## config.mk

```make
export PLATFORM = sky130hd
export DESIGN_NAME = ctb_ctrl
export DESIGN_NICKNAME = d
export VERILOG_FILES = /design/src/design/ctb_pkg.sv /design/src/design/ctb_ctrl.sv
export SDC_FILE = /design/constraint.sdc
export NUM_CORES = 1
export LEC_CHECK = 0
export BUFFER_PORTS_ARGS = -buffer_cell sky130_fd_sc_hd__buf_2
export CAP_MARGIN = 0
export CORE_AREA = 3 3 40 42
export DETAILED_ROUTE_END_ITERATION = 6
export DIE_AREA = 0 0 43 45
export PLACE_DENSITY = 0.56
export SYNTH_ARGS = -nofsm -noshare
export SYNTH_HDL_FRONTEND = slang
export SYNTH_SLANG_ARGS = --single-unit
```

## constraint.sdc

```tcl
create_clock -name clk -period 1.2 [get_ports clk]
set_input_delay 0 -clock clk [delete_from_list [all_inputs] [get_ports clk]]
set_output_delay 0 -clock clk [all_outputs]
set_load 0.02 [all_outputs]
```

## src/design/ctb_pkg.sv

```systemverilog
`timescale 1ns / 1ps

package ctb_pkg;

  localparam int ID_W    = 11;
  localparam int W_W     = 32;
  localparam int REQ_W   = 2;
  localparam int ST_W    = 2;
  localparam int IN_DW   = 48;
  localparam int OUT_DW  = 48;
  localparam int OUT_PAD = OUT_DW - (4 * ID_W + ST_W);

  // request kinds
  localparam logic [REQ_W-1:0] REQ_APPEND = 2'd0;
  localparam logic [REQ_W-1:0] REQ_QUERY  = 2'd1;
  localparam logic [REQ_W-1:0] REQ_CLEAR  = 2'd2;

  // result status
  localparam logic [ST_W-1:0] ST_OK     = 2'd0;
  localparam logic [ST_W-1:0] ST_BAD_ID = 2'd1;
  localparam logic [ST_W-1:0] ST_FULL   = 2'd2;
  localparam logic [ST_W-1:0] ST_ABSENT = 2'd3;

  typedef struct packed {
    logic accept;     // latch the input item, start store reads
    logic pop;        // drop the spine top
    logic fetch;      // load the new spine top from the stack store
    logic link;       // write the new node, push it, load the result
    logic fix;        // back-patch the popped child and the parent
    logic clr_start;  // empty the spine, restart the clearing sweep
    logic clr_step;   // clear one presence entry
    logic out_eval;   // load a query, error, clear or no-op result
  } cmd_t;

  typedef struct packed {
    logic append_ok;
    logic is_clear;
    logic pop_go;
    logic below;
    logic clr_last;
    logic out_free;
  } sts_t;

endpackage

```

## src/design/ctb_ctrl.sv

```systemverilog
`timescale 1ns / 1ps

module ctb_ctrl (
  input  logic          clk,
  input  logic          rst_n,
  input  logic          in_tvalid,
  output logic          in_tready,
  input  ctb_pkg::sts_t sts,
  output ctb_pkg::cmd_t cmd
);

  localparam logic [2:0] S_INIT  = 3'd0;
  localparam logic [2:0] S_IDLE  = 3'd1;
  localparam logic [2:0] S_EVAL  = 3'd2;
  localparam logic [2:0] S_POP   = 3'd3;
  localparam logic [2:0] S_FETCH = 3'd4;
  localparam logic [2:0] S_LINK  = 3'd5;
  localparam logic [2:0] S_FIX   = 3'd6;
  localparam logic [2:0] S_CLR   = 3'd7;

  logic [2:0] state_r;
  logic [2:0] state_nxt;
  logic       pop_step;

  always_ff @(posedge clk) begin
    if (!rst_n) begin
      state_r <= S_INIT;
    end else begin
      state_r <= state_nxt;
    end
  end

  always_comb begin
    cmd       = '0;
    state_nxt = state_r;
    pop_step  = 1'b0;
    in_tready = (state_r == S_IDLE);
    unique case (state_r)
      S_INIT: begin
        cmd.clr_step = 1'b1;
        if (sts.clr_last) state_nxt = S_IDLE;
      end
      S_IDLE: begin
        if (in_tvalid) begin
          cmd.accept = 1'b1;
          state_nxt  = S_EVAL;
        end
      end
      S_EVAL: begin
        priority if (sts.is_clear) begin
          cmd.clr_start = 1'b1;
          state_nxt     = S_CLR;
        end else if (sts.append_ok) begin
          pop_step = 1'b1;
        end else if (sts.out_free) begin
          cmd.out_eval = 1'b1;
          state_nxt    = S_IDLE;
        end else begin
          state_nxt = S_EVAL;  // previous result still waiting
        end
      end
      S_POP: begin
        pop_step = 1'b1;
      end
      S_FETCH: begin
        cmd.fetch = 1'b1;
        state_nxt = S_POP;
      end
      S_LINK: begin
        if (sts.out_free) begin
          cmd.link  = 1'b1;
          state_nxt = S_FIX;
        end
      end
      S_FIX: begin
        cmd.fix   = 1'b1;
        state_nxt = S_IDLE;
      end
      S_CLR: begin
        cmd.clr_step = 1'b1;
        if (sts.clr_last && sts.out_free) begin
          cmd.out_eval = 1'b1;
          state_nxt    = S_IDLE;
        end
      end
      default: begin
        state_nxt = S_IDLE;
      end
    endcase

    // one spine compare per step; a pop with entries left needs a store read
    if (pop_step) begin
      if (sts.pop_go) begin
        cmd.pop   = 1'b1;
        state_nxt = sts.below ? S_FETCH : S_LINK;
      end else begin
        state_nxt = S_LINK;
      end
    end
  end

endmodule

```

== Yosys cells after proc, flatten, opt, wreduce, memory -nomap -nowiden ==
Cells that the tools add are included.

* Input bits: 9
* Bits in registers: 3
* Output and inout port bits: 9
* Word-level logic and storage cells: 47

* Muxes and demuxes: 29
* Reduce and logical (&&, ||, !) cells: 5
* Equality and inequality tests: 12

{| class="wikitable"
|+ Operators with widths
! kind !! count
|-
| $mux 3 || 7
|-
| $pmux 3 s7 || 1
|-
| $mux 1 || 18
|-
| $eq 3x3->1 const B || 4
|-
| $ne 3x3->1 const B || 3
|-
| $reduce_bool 8->1 || 1
|-
| $eq 3x2->1 const B || 2
|-
| $reduce_and 6->1 || 1
|-
| $ne 4x4->1 const B || 1
|-
| $pmux 1 s2 || 2
|-
| $eq 3x1->1 const B || 1
|-
| $logic_not 3->1 || 1
|-
| $ne 3x2->1 const B || 1
|-
| $mux 2 || 1
|-
| $reduce_or 2->1 || 1
|-
| $logic_and 1x1->1 || 1
|}

== Depth between registers and ports, before layout ==
Gate-level depths: netlist of the first run.

* Depth in word-level cells: 5
* Depth in mapped cells: 5
* Mapped depth without buffers: 4

== Least setup slack after synthesis of the first run ==
OpenSTA, ideal clock, no wires.

* Path kind: reg2out
* From: register state_r[0]
* To: output port cmd[7] (netlist bit)
* Path slack: -0.093 ns
* Arrival time: 1.293 ns
* Buffers on the path: 0
* Stages on the path, launching flop included: 4
* Data required time: 1.200 ns
* Path through: dfxtp_1 nor2b_1 nor2b_1 and2_1

{| class="wikitable"
|+ RTL lines
! item !! line !! RTL
|-
| start, declared || ctb_ctrl.sv:21 || <nowiki>logic [2:0] state_r;</nowiki>
|-
| start signal, assigned || ctb_ctrl.sv:29 || <nowiki>state_r <= state_nxt;</nowiki>
|-
| end, declared || ctb_ctrl.sv:9 || <nowiki>output ctb_pkg::cmd_t cmd</nowiki>
|}

==> flow_metrics.tcl, run 1 <==
set metrics [dict create \
    status "finished, violations left" \
    failed_checks "negative hold slack, negative setup slack" \
    pwr_density_cell_nw_per_um2 2640 \
    cp_cell_sequence "buf_6 > or3_1 > nand2_1 > buf_6" \
    number_of_flip_flops_under_the_largest_register_name 3 \
    async_set_or_reset_flop_fraction_in_the_synthesized_netlist_pct 0 \
    average_instance_area_after_synthesis_um2 7.64 \
    max_cap_viol_count 0 \
    final_design_area_no_fill_um2 731 \
    die_w_um 43 \
    worst_slack_ps -85.9 \
    ctsHoldBuffers 0 \
    drt_wl_total_mm 1.26 \
    vias_per_instance 5.31 \
    cts_buffer_depth 2 \
    cell_at_the_root_of_the_clock_tree "sky130_fd_sc_hd__clkbuf_4" \
    cpPeakStageDelay_ps 360 \
    worst_setup_path_end_kind "output pin" \
    first_global_vias 479 \
    die_area_um2 1940 \
    ant_nets 0 \
    grt_max_degree 7 \
    layout-area-overhead-vs-synth_pct 103 \
    yosysUniqueCellTypes 28 \
    nNetsFinal 92 \
    drt_pass1_iterations 4 \
    worst-endpoint-arrival_ps 1290 \
    syn-num-nets 56 \
    first_pass_grt_wire_length_mm 2.02 \
    dp_cells 87 \
    avgRoutedWirePerCell_um 13.0 \
    worst_setup_start_kind "flip-flop" \
    tightest_slew_ps 396 \
    reg2reg_depth 5 \
    antenna_violations_before_repair 0 \
    floorplan.initialDensity_pct 27.9 \
    clock_sink_count 3 \
    biggestRegsByFlops "state_r: 3 flops" \
    port_buffers 17 \
    seq_area_frac_synth_pct 16.7 \
    drive_gt1_share_pct 64.6 \
    ioPinCount 18 \
    hold-worst-slack_ps -0.752 \
    grt_overflow 0 \
    dp_hpwl_um 868 \
    placeableCoreArea_um2 1280 \
    postSynth.topFlopCell "sky130_fd_sc_hd__dfxtp_1" \
    synthDominantAreaCellType "sky130_fd_sc_hd__dfxtp_1" \
    yosysWarnings 0 \
    final_cell_count_no_fill 97 \
    grt.total_usage_pct 14.0 \
    timing.final.crit_share_pct 107 \
    r2r_end "state_r[1]" \
    largest_register_by_flop_count "state_r" \
    setup_violations 6 \
    r2r_start "state_r[2]" \
    type_of_the_worst_setup_path "flip-flop to output pin" \
    drcViolationCount 0 \
    critPathMostFrequentCell "sky130_fd_sc_hd__buf_6" \
    drv_slew 0 \
    synth_seq_cells 3 \
    path_clk_slew_ps 40 \
    crit_family "simple AND/OR/NAND/NOR gates" \
    ir_worst_vdd_uv 1070 \
    ys_top_cells_by_area "sky130_fd_sc_hd__dfxtp_1 (17%), sky130_fd_sc_hd__nor2b_1 (10%), sky130_fd_sc_hd__a2111oi_4 (7.7%)" \
    h-tree-depth 1 \
    most_frequent_cells_after_synthesis "sky130_fd_sc_hd__nor2b_1 (6), sky130_fd_sc_hd__o21ai_0 (4), sky130_fd_sc_hd__and3_1 (3), sky130_fd_sc_hd__dfxtp_1 (3), sky130_fd_sc_hd__nand2_1 (3)" \
    finalHoldViolCount 1 \
    startpoint_of_the_tightest_hold_check_path "rst_n" \
    synth_top_area_share_pct 16.7 \
    critPathMaxFanout 5 \
    post_synth_instance_area_um2 359 \
    min_path_cells 3 \
    finalClockSkew_ps 3.87 \
    place.gp.congestion 0.925 \
    placed_area_um2 534 \
    hold_path_class "input pin to flip-flop" \
    vias 515 \
    worst_skew_pair.late_latency_ps 230 \
    critPathSlowestCell "sky130_fd_sc_hd__dfxtp_4" \
    synth_enable_flop_cells 0 \
    holdPathEnd "state_r[0]" \
    insertedDiodeCount 0 \
    core.rowCount 13 \
    cts_inserted_buffers 3 \
    setup_tns_ps -391 \
    postSynthCellCount 47 \
    worst_setup_slack_for_register_to_register_paths_ps -60 \
    die_height_um 45 \
    yosysMostFrequentCell "sky130_fd_sc_hd__nor2b_1" \
    max_freq_mhz 778 \
    detail_route.iter0.violations 6 \
    worst_slew_margin_rel_pct 73.3 \
    timing.critical_path.required_ps 1200 \
    fillers 121 \
    fin_crit_ps 1290 \
    worstPathBufferInverterCount 2 \
    grt_setup_unrepaired "true" \
    place_worst_setup_slack_ps -29.6 \
    cts_tree "yes" \
    cellLeakagePower_uw 0.000343 \
]
area by class of cell:
class | count | area (um2) | area share, %
clock buffer | 4 | 26.3 | 3.60
inverter | 2 | 7.51 | 1.03
multi-input combinational | 39 | 339 | 46.4
sequential | 3 | 71.3 | 9.76
tap | 15 | 18.8 | 2.57
timing repair buffer | 34 | 268 | 36.6
cells in the final DEF, fill, tap and decap left out, types with 2 or more instances in the layout:
cell	instances
sky130_fd_sc_hd__nor2b_1	3
sky130_fd_sc_hd__buf_2	10
sky130_fd_sc_hd__clkbuf_4	3
sky130_fd_sc_hd__o21ai_0	4
sky130_fd_sc_hd__and3_1	3
sky130_fd_sc_hd__buf_4	14
sky130_fd_sc_hd__nor2_1	2
sky130_fd_sc_hd__nor2b_4	3
sky130_fd_sc_hd__dfxtp_4	3
sky130_fd_sc_hd__buf_6	10
sky130_fd_sc_hd__nand3_1	2
sky130_fd_sc_hd__nand2_1	3
worst max path at each step:
stage	to	from	depth (start not counted)	slack (ps)
6_report	cmd[1]	state_r[2]	4	-90
4_1_cts	cmd[0]	state_r[2]	5	-70
3_3_place_gp	state_r[2]	state_r[0]	4	0.4
5_1_grt	cmd[7]	state_r[0]	5	-140
3_5_place_dp	state_r[2]	state_r[0]	4	-30
2_1_floorplan	state_r[0]	state_r[1]	4	-4
kinds of logic after synthesis:
family / Yosys count / share of synthesized area (%)
AOI/OAI and AO/OA: 14 / 35.2
buffers and inverters: 5 / 6.97
DFF: 3 / 16.7
and+or+nand+nor: 25 / 41.1
where the power goes:
group / total (uW) / switching [uW] / internal, uW / leakage [uW]
sequential: 264 / 88.3 / 176 / 0.0000267
combinational: 1490 / 665 / 827 / 0.000302
clock: 177 / 52.3 / 125 / 0.0000150
total: 1930 / 806 / 1130 / 0.000343
routing by layer:
layer  vias up  share of wire, %  track usage, %
li1        246                 -               -
met1       239                38            16.1
met2        28                51            24.6
met3         2               8.8            2.79
met4         0               1.9            7.23
met5         -                 0               0
repair_timing:
item	4_1_cts	5_1_grt
resized for setup	18	15
pin swaps	5	4
endpoints found under the setup margin	7	11
buffers inserted	5	1
stage by stage:
step           utilization, %  power (uW)
2_1_floorplan               -         853
4_1_cts                  51.0        1710
6_report                 56.9        1930
5_1_grt                  56.9        2070
3_5_place_dp             41.6        1260
3_3_place_gp             41.6        1280
worst reg2reg max path, cell delays in order (launching register included):
cell and delay [ps]:
sky130_fd_sc_hd__dfxtp_4 360, sky130_fd_sc_hd__buf_6 130, sky130_fd_sc_hd__buf_6 110, sky130_fd_sc_hd__a2111oi_4 280, sky130_fd_sc_hd__nand4b_1 200, sky130_fd_sc_hd__a21oi_2 50
No activity file was read; power rests on OpenSTA's default activity.
==> inputs of run 2 (changes only) <==
Settings changed: CORE_AREA 3 3 40 42 to 2 2 39 41, CTS_CLUSTER_DIAMETER set to 50, DIE_AREA 0 0 43 45 to 0 0 41 43.
==> run 2 against run 1 <==
Against the previous run:
- the run ends with negative setup slack left
- worst setup slack worse by 5.6 ps
- combinational power down 8%
- first-iteration DRC count up 130%
- core utilization down 6.5 points
- via count down 6.0%
- maximum frequency down 0.43%
- non-clock buffer count down 2
- clock power about the same
- largest power group unchanged
==> flow_metrics.tcl, run 2 (synthesis results as in run 1) <==
set metrics [dict create \
    finalHoldViolCount 0 \
    drt_pass1_iterations 4 \
    critPathMaxFanout 6 \
    core.rowCount 14 \
    cts_tree "yes" \
    cts_inserted_buffers 3 \
    max_cap_viol_count 0 \
    fillers 141 \
    placeableCoreArea_um2 1380 \
    type_of_the_worst_setup_path "flip-flop to flip-flop" \
    status "finished, violations left" \
    critPathSlowestCell "sky130_fd_sc_hd__dfxtp_4" \
    port_buffers 17 \
    layout_common_cells "sky130_fd_sc_hd__buf_4 (17), sky130_fd_sc_hd__buf_2 (10), sky130_fd_sc_hd__nor2b_4 (4), sky130_fd_sc_hd__o21ai_0 (4), sky130_fd_sc_hd__buf_6 (4)" \
    nNetsFinal 90 \
    die_w_um 41 \
    fin_crit_ps 1290 \
    first_global_vias 407 \
    drt-met1-wl_um 418 \
    maxUsedRoutingLayer "met4" \
    cp_cell_sequence "buf_12 > a2111oi_4 > a31oi_2 > a311oi_2" \
    hold_path_class "input pin to flip-flop" \
    dp_hpwl_um 815 \
    drcViolationCount 0 \
    cell_at_the_root_of_the_clock_tree "sky130_fd_sc_hd__clkbuf_4" \
    layout-area-overhead-vs-synth_pct 94.1 \
    cpPeakStageDelay_ps 360 \
    h-tree-depth 1 \
    place_worst_setup_slack_ps -75.2 \
    reg2reg_depth 4 \
    grt_setup_unrepaired "true" \
    worst_setup_start_kind "flip-flop" \
    number_of_flip_flops_under_the_largest_register_name 3 \
    setup_violations 6 \
    worst_slew_margin_rel_pct 77.0 \
    routed-wl-met2_um 590 \
    largest_register_by_flop_count "state_r" \
    timing.final.crit_share_pct 108 \
    clock_sink_count 3 \
    ioPinCount 18 \
    failed_checks "negative setup slack" \
    vias 484 \
    area.sequential_um2 68.8 \
    ant_nets 0 \
    drt_wl_total_mm 1.14 \
    detail_route.iter0.violations 14 \
    grt.total_usage_pct 15.2 \
    tightest_slew_ps 345 \
    biggestRegsByFlops "state_r: 3 flops" \
    worst_slack_ps -91.5 \
    floorplan.initialDensity_pct 25.9 \
    grt_overflow 0 \
    min_path_cells 3 \
    finalClockSkew_ps 1.11 \
    pwr_density_cell_nw_per_um2 2610 \
    multiInputGateArea_um2 332 \
    grt_max_degree 10 \
    r2r_end "state_r[2]" \
    worst_setup_slack_for_register_to_register_paths_ps -90 \
    startpoint_of_the_tightest_hold_check_path "rst_n" \
    layout.cells.most_common "sky130_fd_sc_hd__buf_4" \
    worst-endpoint-arrival_ps 1420 \
    worst_setup_path_end_kind "flip-flop" \
    cellLeakagePower_uw 0.000333 \
    path_clk_slew_ps 40 \
    avgRoutedWirePerCell_um 11.8 \
    holdPathEnd "state_r[0]" \
    timing.critical_path.required_ps 1330 \
    die_area_um2 1760 \
    first_pass_grt_wire_length_mm 1.76 \
    drv_slew 0 \
    cts_buffer_depth 2 \
    insertedDiodeCount 0 \
    max_freq_mhz 774 \
    r2r_start "state_r[0]" \
    post-layout-total-power_uw 1820 \
    die_height_um 43 \
    drive_gt1_share_pct 62.5 \
    layout.core_utilization_pct 50.4 \
    place.gp.congestion 0.859 \
    vias_per_instance 5.04 \
    ctsHoldBuffers 0 \
    ir_worst_vdd_uv 1200 \
    antenna_violations_before_repair 0 \
    wl_met3_um 103 \
    worst_skew_pair.late_latency_ps 230 \
]
## run 2: routing by layer
layer  up-vias  track usage [%]
met5         -                0
met4         0             9.33
met3         6             3.66
met2        28             23.1
met1       209             18.3
li1        241                -
## run 2: how the worst max path moves through the flow
stage / start / end / slack (ps) / depth (start not counted)
floorplan: state_r[1] / state_r[0] / -4 / 4
global placement: state_r[0] / state_r[2] / -80 / 4
detailed placement: state_r[0] / state_r[2] / -80 / 4
CTS: state_r[0] / state_r[2] / -80 / 4
global route: state_r[0] / state_r[2] / -170 / 4
finish: state_r[0] / state_r[2] / -90 / 4
## run 2: through the flow
stage                     cells  hold WS (ps)  area [um2]  TNS, ps
after detailed placement     87           273         541    -76.0
after global routing         96          12.4         697     -986
after global placement       87           268         541     -121
after floorplan              47           115         365    -3.85
after CTS                    93          8.15         646     -364
final                        96          19.5         697     -302
## run 2: area by class of cell
type                       instances  share of cell area, %
tap                               16                   2.87
clock buffer                       4                   3.77
inverter                           2                   1.08
timing repair buffer              32                   34.8
multi-input combinational         39                   47.6
sequential                         3                   9.87
## run 2: report_power, final
part | switching [uW] | internal [uW] | total (uW)
logic | 612 | 762 | 1370
registers | 96.8 | 169 | 266
clock network | 53.0 | 125 | 178
## run 2: worst max-delay path: cells and delay by family (launching register included)
kind	cells	cell delay, ps
compound gates	3	700
flops	1	360
buf+inv	1	130
## run 2: timing repair
action / in CTS / in global routing
gates cloned: 0 / 0
gates resized for setup: 18 / 7
endpoints found under the setup margin: 11 / 12
pin swaps: 3 / 1
buffers inserted: 2 / 3
==> inputs of run 3 (changes only) <==
Settings changed: SETUP_SLACK_MARGIN set to 0.3, SKIP_LAST_GASP set to 1.
==> run 3 against run 2 <==
Against the previous run:
- the flow still finishes with violations (negative setup slack)
- cell count increased by 5.2%
- wire length is 17% higher
- global-route usage grew 0.10 points
- combinational power grew 26%
- highest routed layer unchanged
==> flow_metrics.tcl, run 3 (synthesis results as in run 1) <==
set metrics [dict create \
    dp_hpwl_um 772 \
    number_of_flip_flops_under_the_largest_register_name 3 \
    vias 518 \
    hold-worst-slack_ps 18.0 \
    avgRoutedWirePerCell_um 13.2 \
    drt_wl_total_mm 1.33 \
    timing.final.crit_share_pct 107 \
    cpPeakStageDelay_ps 370 \
    placeableCoreArea_um2 1380 \
    worst-path-stages 5 \
    type_of_the_worst_setup_path "flip-flop to output pin" \
    timing.critical_path.required_ps 1200 \
    antenna_violations_before_repair 0 \
    clock_sink_count 3 \
    die_height_um 43 \
    vias_per_instance 5.13 \
    pwr_density_cell_nw_per_um2 2640 \
    worst_setup_slack_for_register_to_register_paths_ps -90 \
    critPathSlowestCell "sky130_fd_sc_hd__dfxtp_4" \
    worstPathBufferInverterCount 2 \
    final_design_area_no_fill_um2 823 \
    die_w_um 41 \
    worst_slew_margin_rel_pct 78.7 \
    reg2reg_depth 5 \
    cellLeakagePower_uw 0.000362 \
    ant_nets 0 \
    cp_cell_sequence "buf_6 > nor4_4 > a31oi_1 > nor2_2 > buf_6" \
    layout_common_cells "sky130_fd_sc_hd__buf_6 (17), sky130_fd_sc_hd__buf_4 (11), sky130_fd_sc_hd__buf_2 (8)" \
    floorplan.initialDensity_pct 25.9 \
    tightest_slew_ps 319 \
    h-tree-depth 1 \
    place.gp.congestion 0.774 \
    worst_slack_ps -88.1 \
    failed_checks "negative setup slack" \
    layout-area-overhead-vs-synth_pct 129 \
    finalHoldViolCount 0 \
    dp_cells 84 \
    first_global_vias 478 \
    drcViolationCount 0 \
    startpoint_of_the_tightest_hold_check_path "rst_n" \
    setup_violations 8 \
    drv_slew 0 \
    cts_buffer_depth 2 \
    worst-endpoint-arrival_ps 1290 \
    port_buffers 17 \
    insertedDiodeCount 0 \
    grt_overflow 0 \
    critPathMaxFanout 8 \
    worst_skew_pair.late_latency_ps 230 \
    drive_gt1_share_pct 72.9 \
    fillers 116 \
    worst_setup_start_kind "flip-flop" \
    die_area_um2 1760 \
    fin_crit_ps 1290 \
    worst_setup_path_end_kind "output pin" \
    finalClockSkew_ps 1.28 \
    r2r_end "state_r[2]" \
    ir_worst_vdd_uv 1020 \
    grt_setup_unrepaired "true" \
    grt_max_degree 9 \
    min_path_cells 3 \
    cell_at_the_root_of_the_clock_tree "sky130_fd_sc_hd__clkbuf_4" \
    detail_route.iter0.violations 11 \
    r2r_start "state_r[0]" \
    drt_pass1_iterations 4 \
    core.rowCount 14 \
    final_cell_count_no_fill 101 \
    holdPathEnd "state_r[2]" \
    cts_tree "yes" \
    critPathMostFrequentCell "sky130_fd_sc_hd__buf_6" \
    nNetsFinal 95 \
    max_freq_mhz 776 \
    biggestRegsByFlops "state_r: 3 flops" \
    cts_inserted_buffers 3 \
    placed_area_um2 533 \
    crit_family "flip-flops" \
    grt.total_usage_pct 15.3 \
    hold_path_class "input pin to flip-flop" \
    status "finished, violations left" \
    layout.cells.most_common "sky130_fd_sc_hd__buf_6" \
    ioPinCount 18 \
    path_clk_slew_ps 30 \
    first_pass_grt_wire_length_mm 1.89 \
    max_cap_viol_count 0 \
    largest_register_by_flop_count "state_r" \
]
-- run 3: cell types whose count changed in the layout (fill, tap and decap cells not counted), moves of 2 or more --
cell                     change
sky130_fd_sc_hd__and3_1      -2
sky130_fd_sc_hd__buf_2       -2
sky130_fd_sc_hd__buf_6      +13
sky130_fd_sc_hd__nor2_1      -2
sky130_fd_sc_hd__and3_4      +2
sky130_fd_sc_hd__buf_4       -6
-- run 3: power breakdown --
part | total [uW] | switching (uW) | leakage (uW) | internal (uW)
clock network | 173 | 49.1 | 0.0000150 | 124
registers | 288 | 112 | 0.0000267 | 176
logic | 1720 | 709 | 0.000320 | 1010
total | 2180 | 870 | 0.000362 | 1310
-- run 3: cell type report --
class                   count  area, um2  area share (%)
repair buffers             37        334            40.6
multi-input cells          39        364            44.2
well taps                  16       20.0            2.43
flip-flops and latches      3       71.3            8.66
clock buffers               4       26.3            3.19
inverters                   2       7.51           0.912
-- run 3: worst max-delay path by stage --
stage,startpoint,to,slack (ps)
after floorplan,state_r[0],state_r[2],90
after global placement,state_r[0],state_r[2],30
after detailed placement,state_r[0],state_r[2],10
after CTS,state_r[2],cmd[1],-80
after global routing,state_r[0],cmd[0],-160
final,state_r[0],cmd[0],-90
-- run 3: tightest hold or removal path, stage by stage --
cell,delay (ps)
sky130_fd_sc_hd__buf_2,110
sky130_fd_sc_hd__inv_1,60
sky130_fd_sc_hd__a311oi_2,30
-- run 3: stage by stage --
| stage | util, % | TNS (ps) | worst slack [ps] | power (uW) |
|---|---|---|---|---|
| final | 59.5 | -450 | -88.1 | 2180 |
| after CTS | 53.3 | -342 | -77.4 | 1890 |
| after detailed placement | 38.5 | 0 | 10.2 | 1240 |
| after global routing | 59.5 | -946 | -163 | 2300 |
| after global placement | 38.5 | 0 | 33.6 | 1240 |
| after floorplan | - | 0 | 93.0 | 926 |
-- run 3: per-layer routing --
layer  wire, um  vias to the layer above  global-route usage, %
met5          0                        -                      0
met4          5                        0                   2.00
met3         75                        2                   4.71
met2        691                       20                   25.6
met1        559                      246                   18.9
li1           -                      250                      -
-- run 3: repair_timing --
action                     in CTS  in global routing
gates resized for setup        30                 10
pin swaps                       5                  3
buffers inserted                9                  4
setup endpoints to repair      12                 12
hold buffers                    0                  0
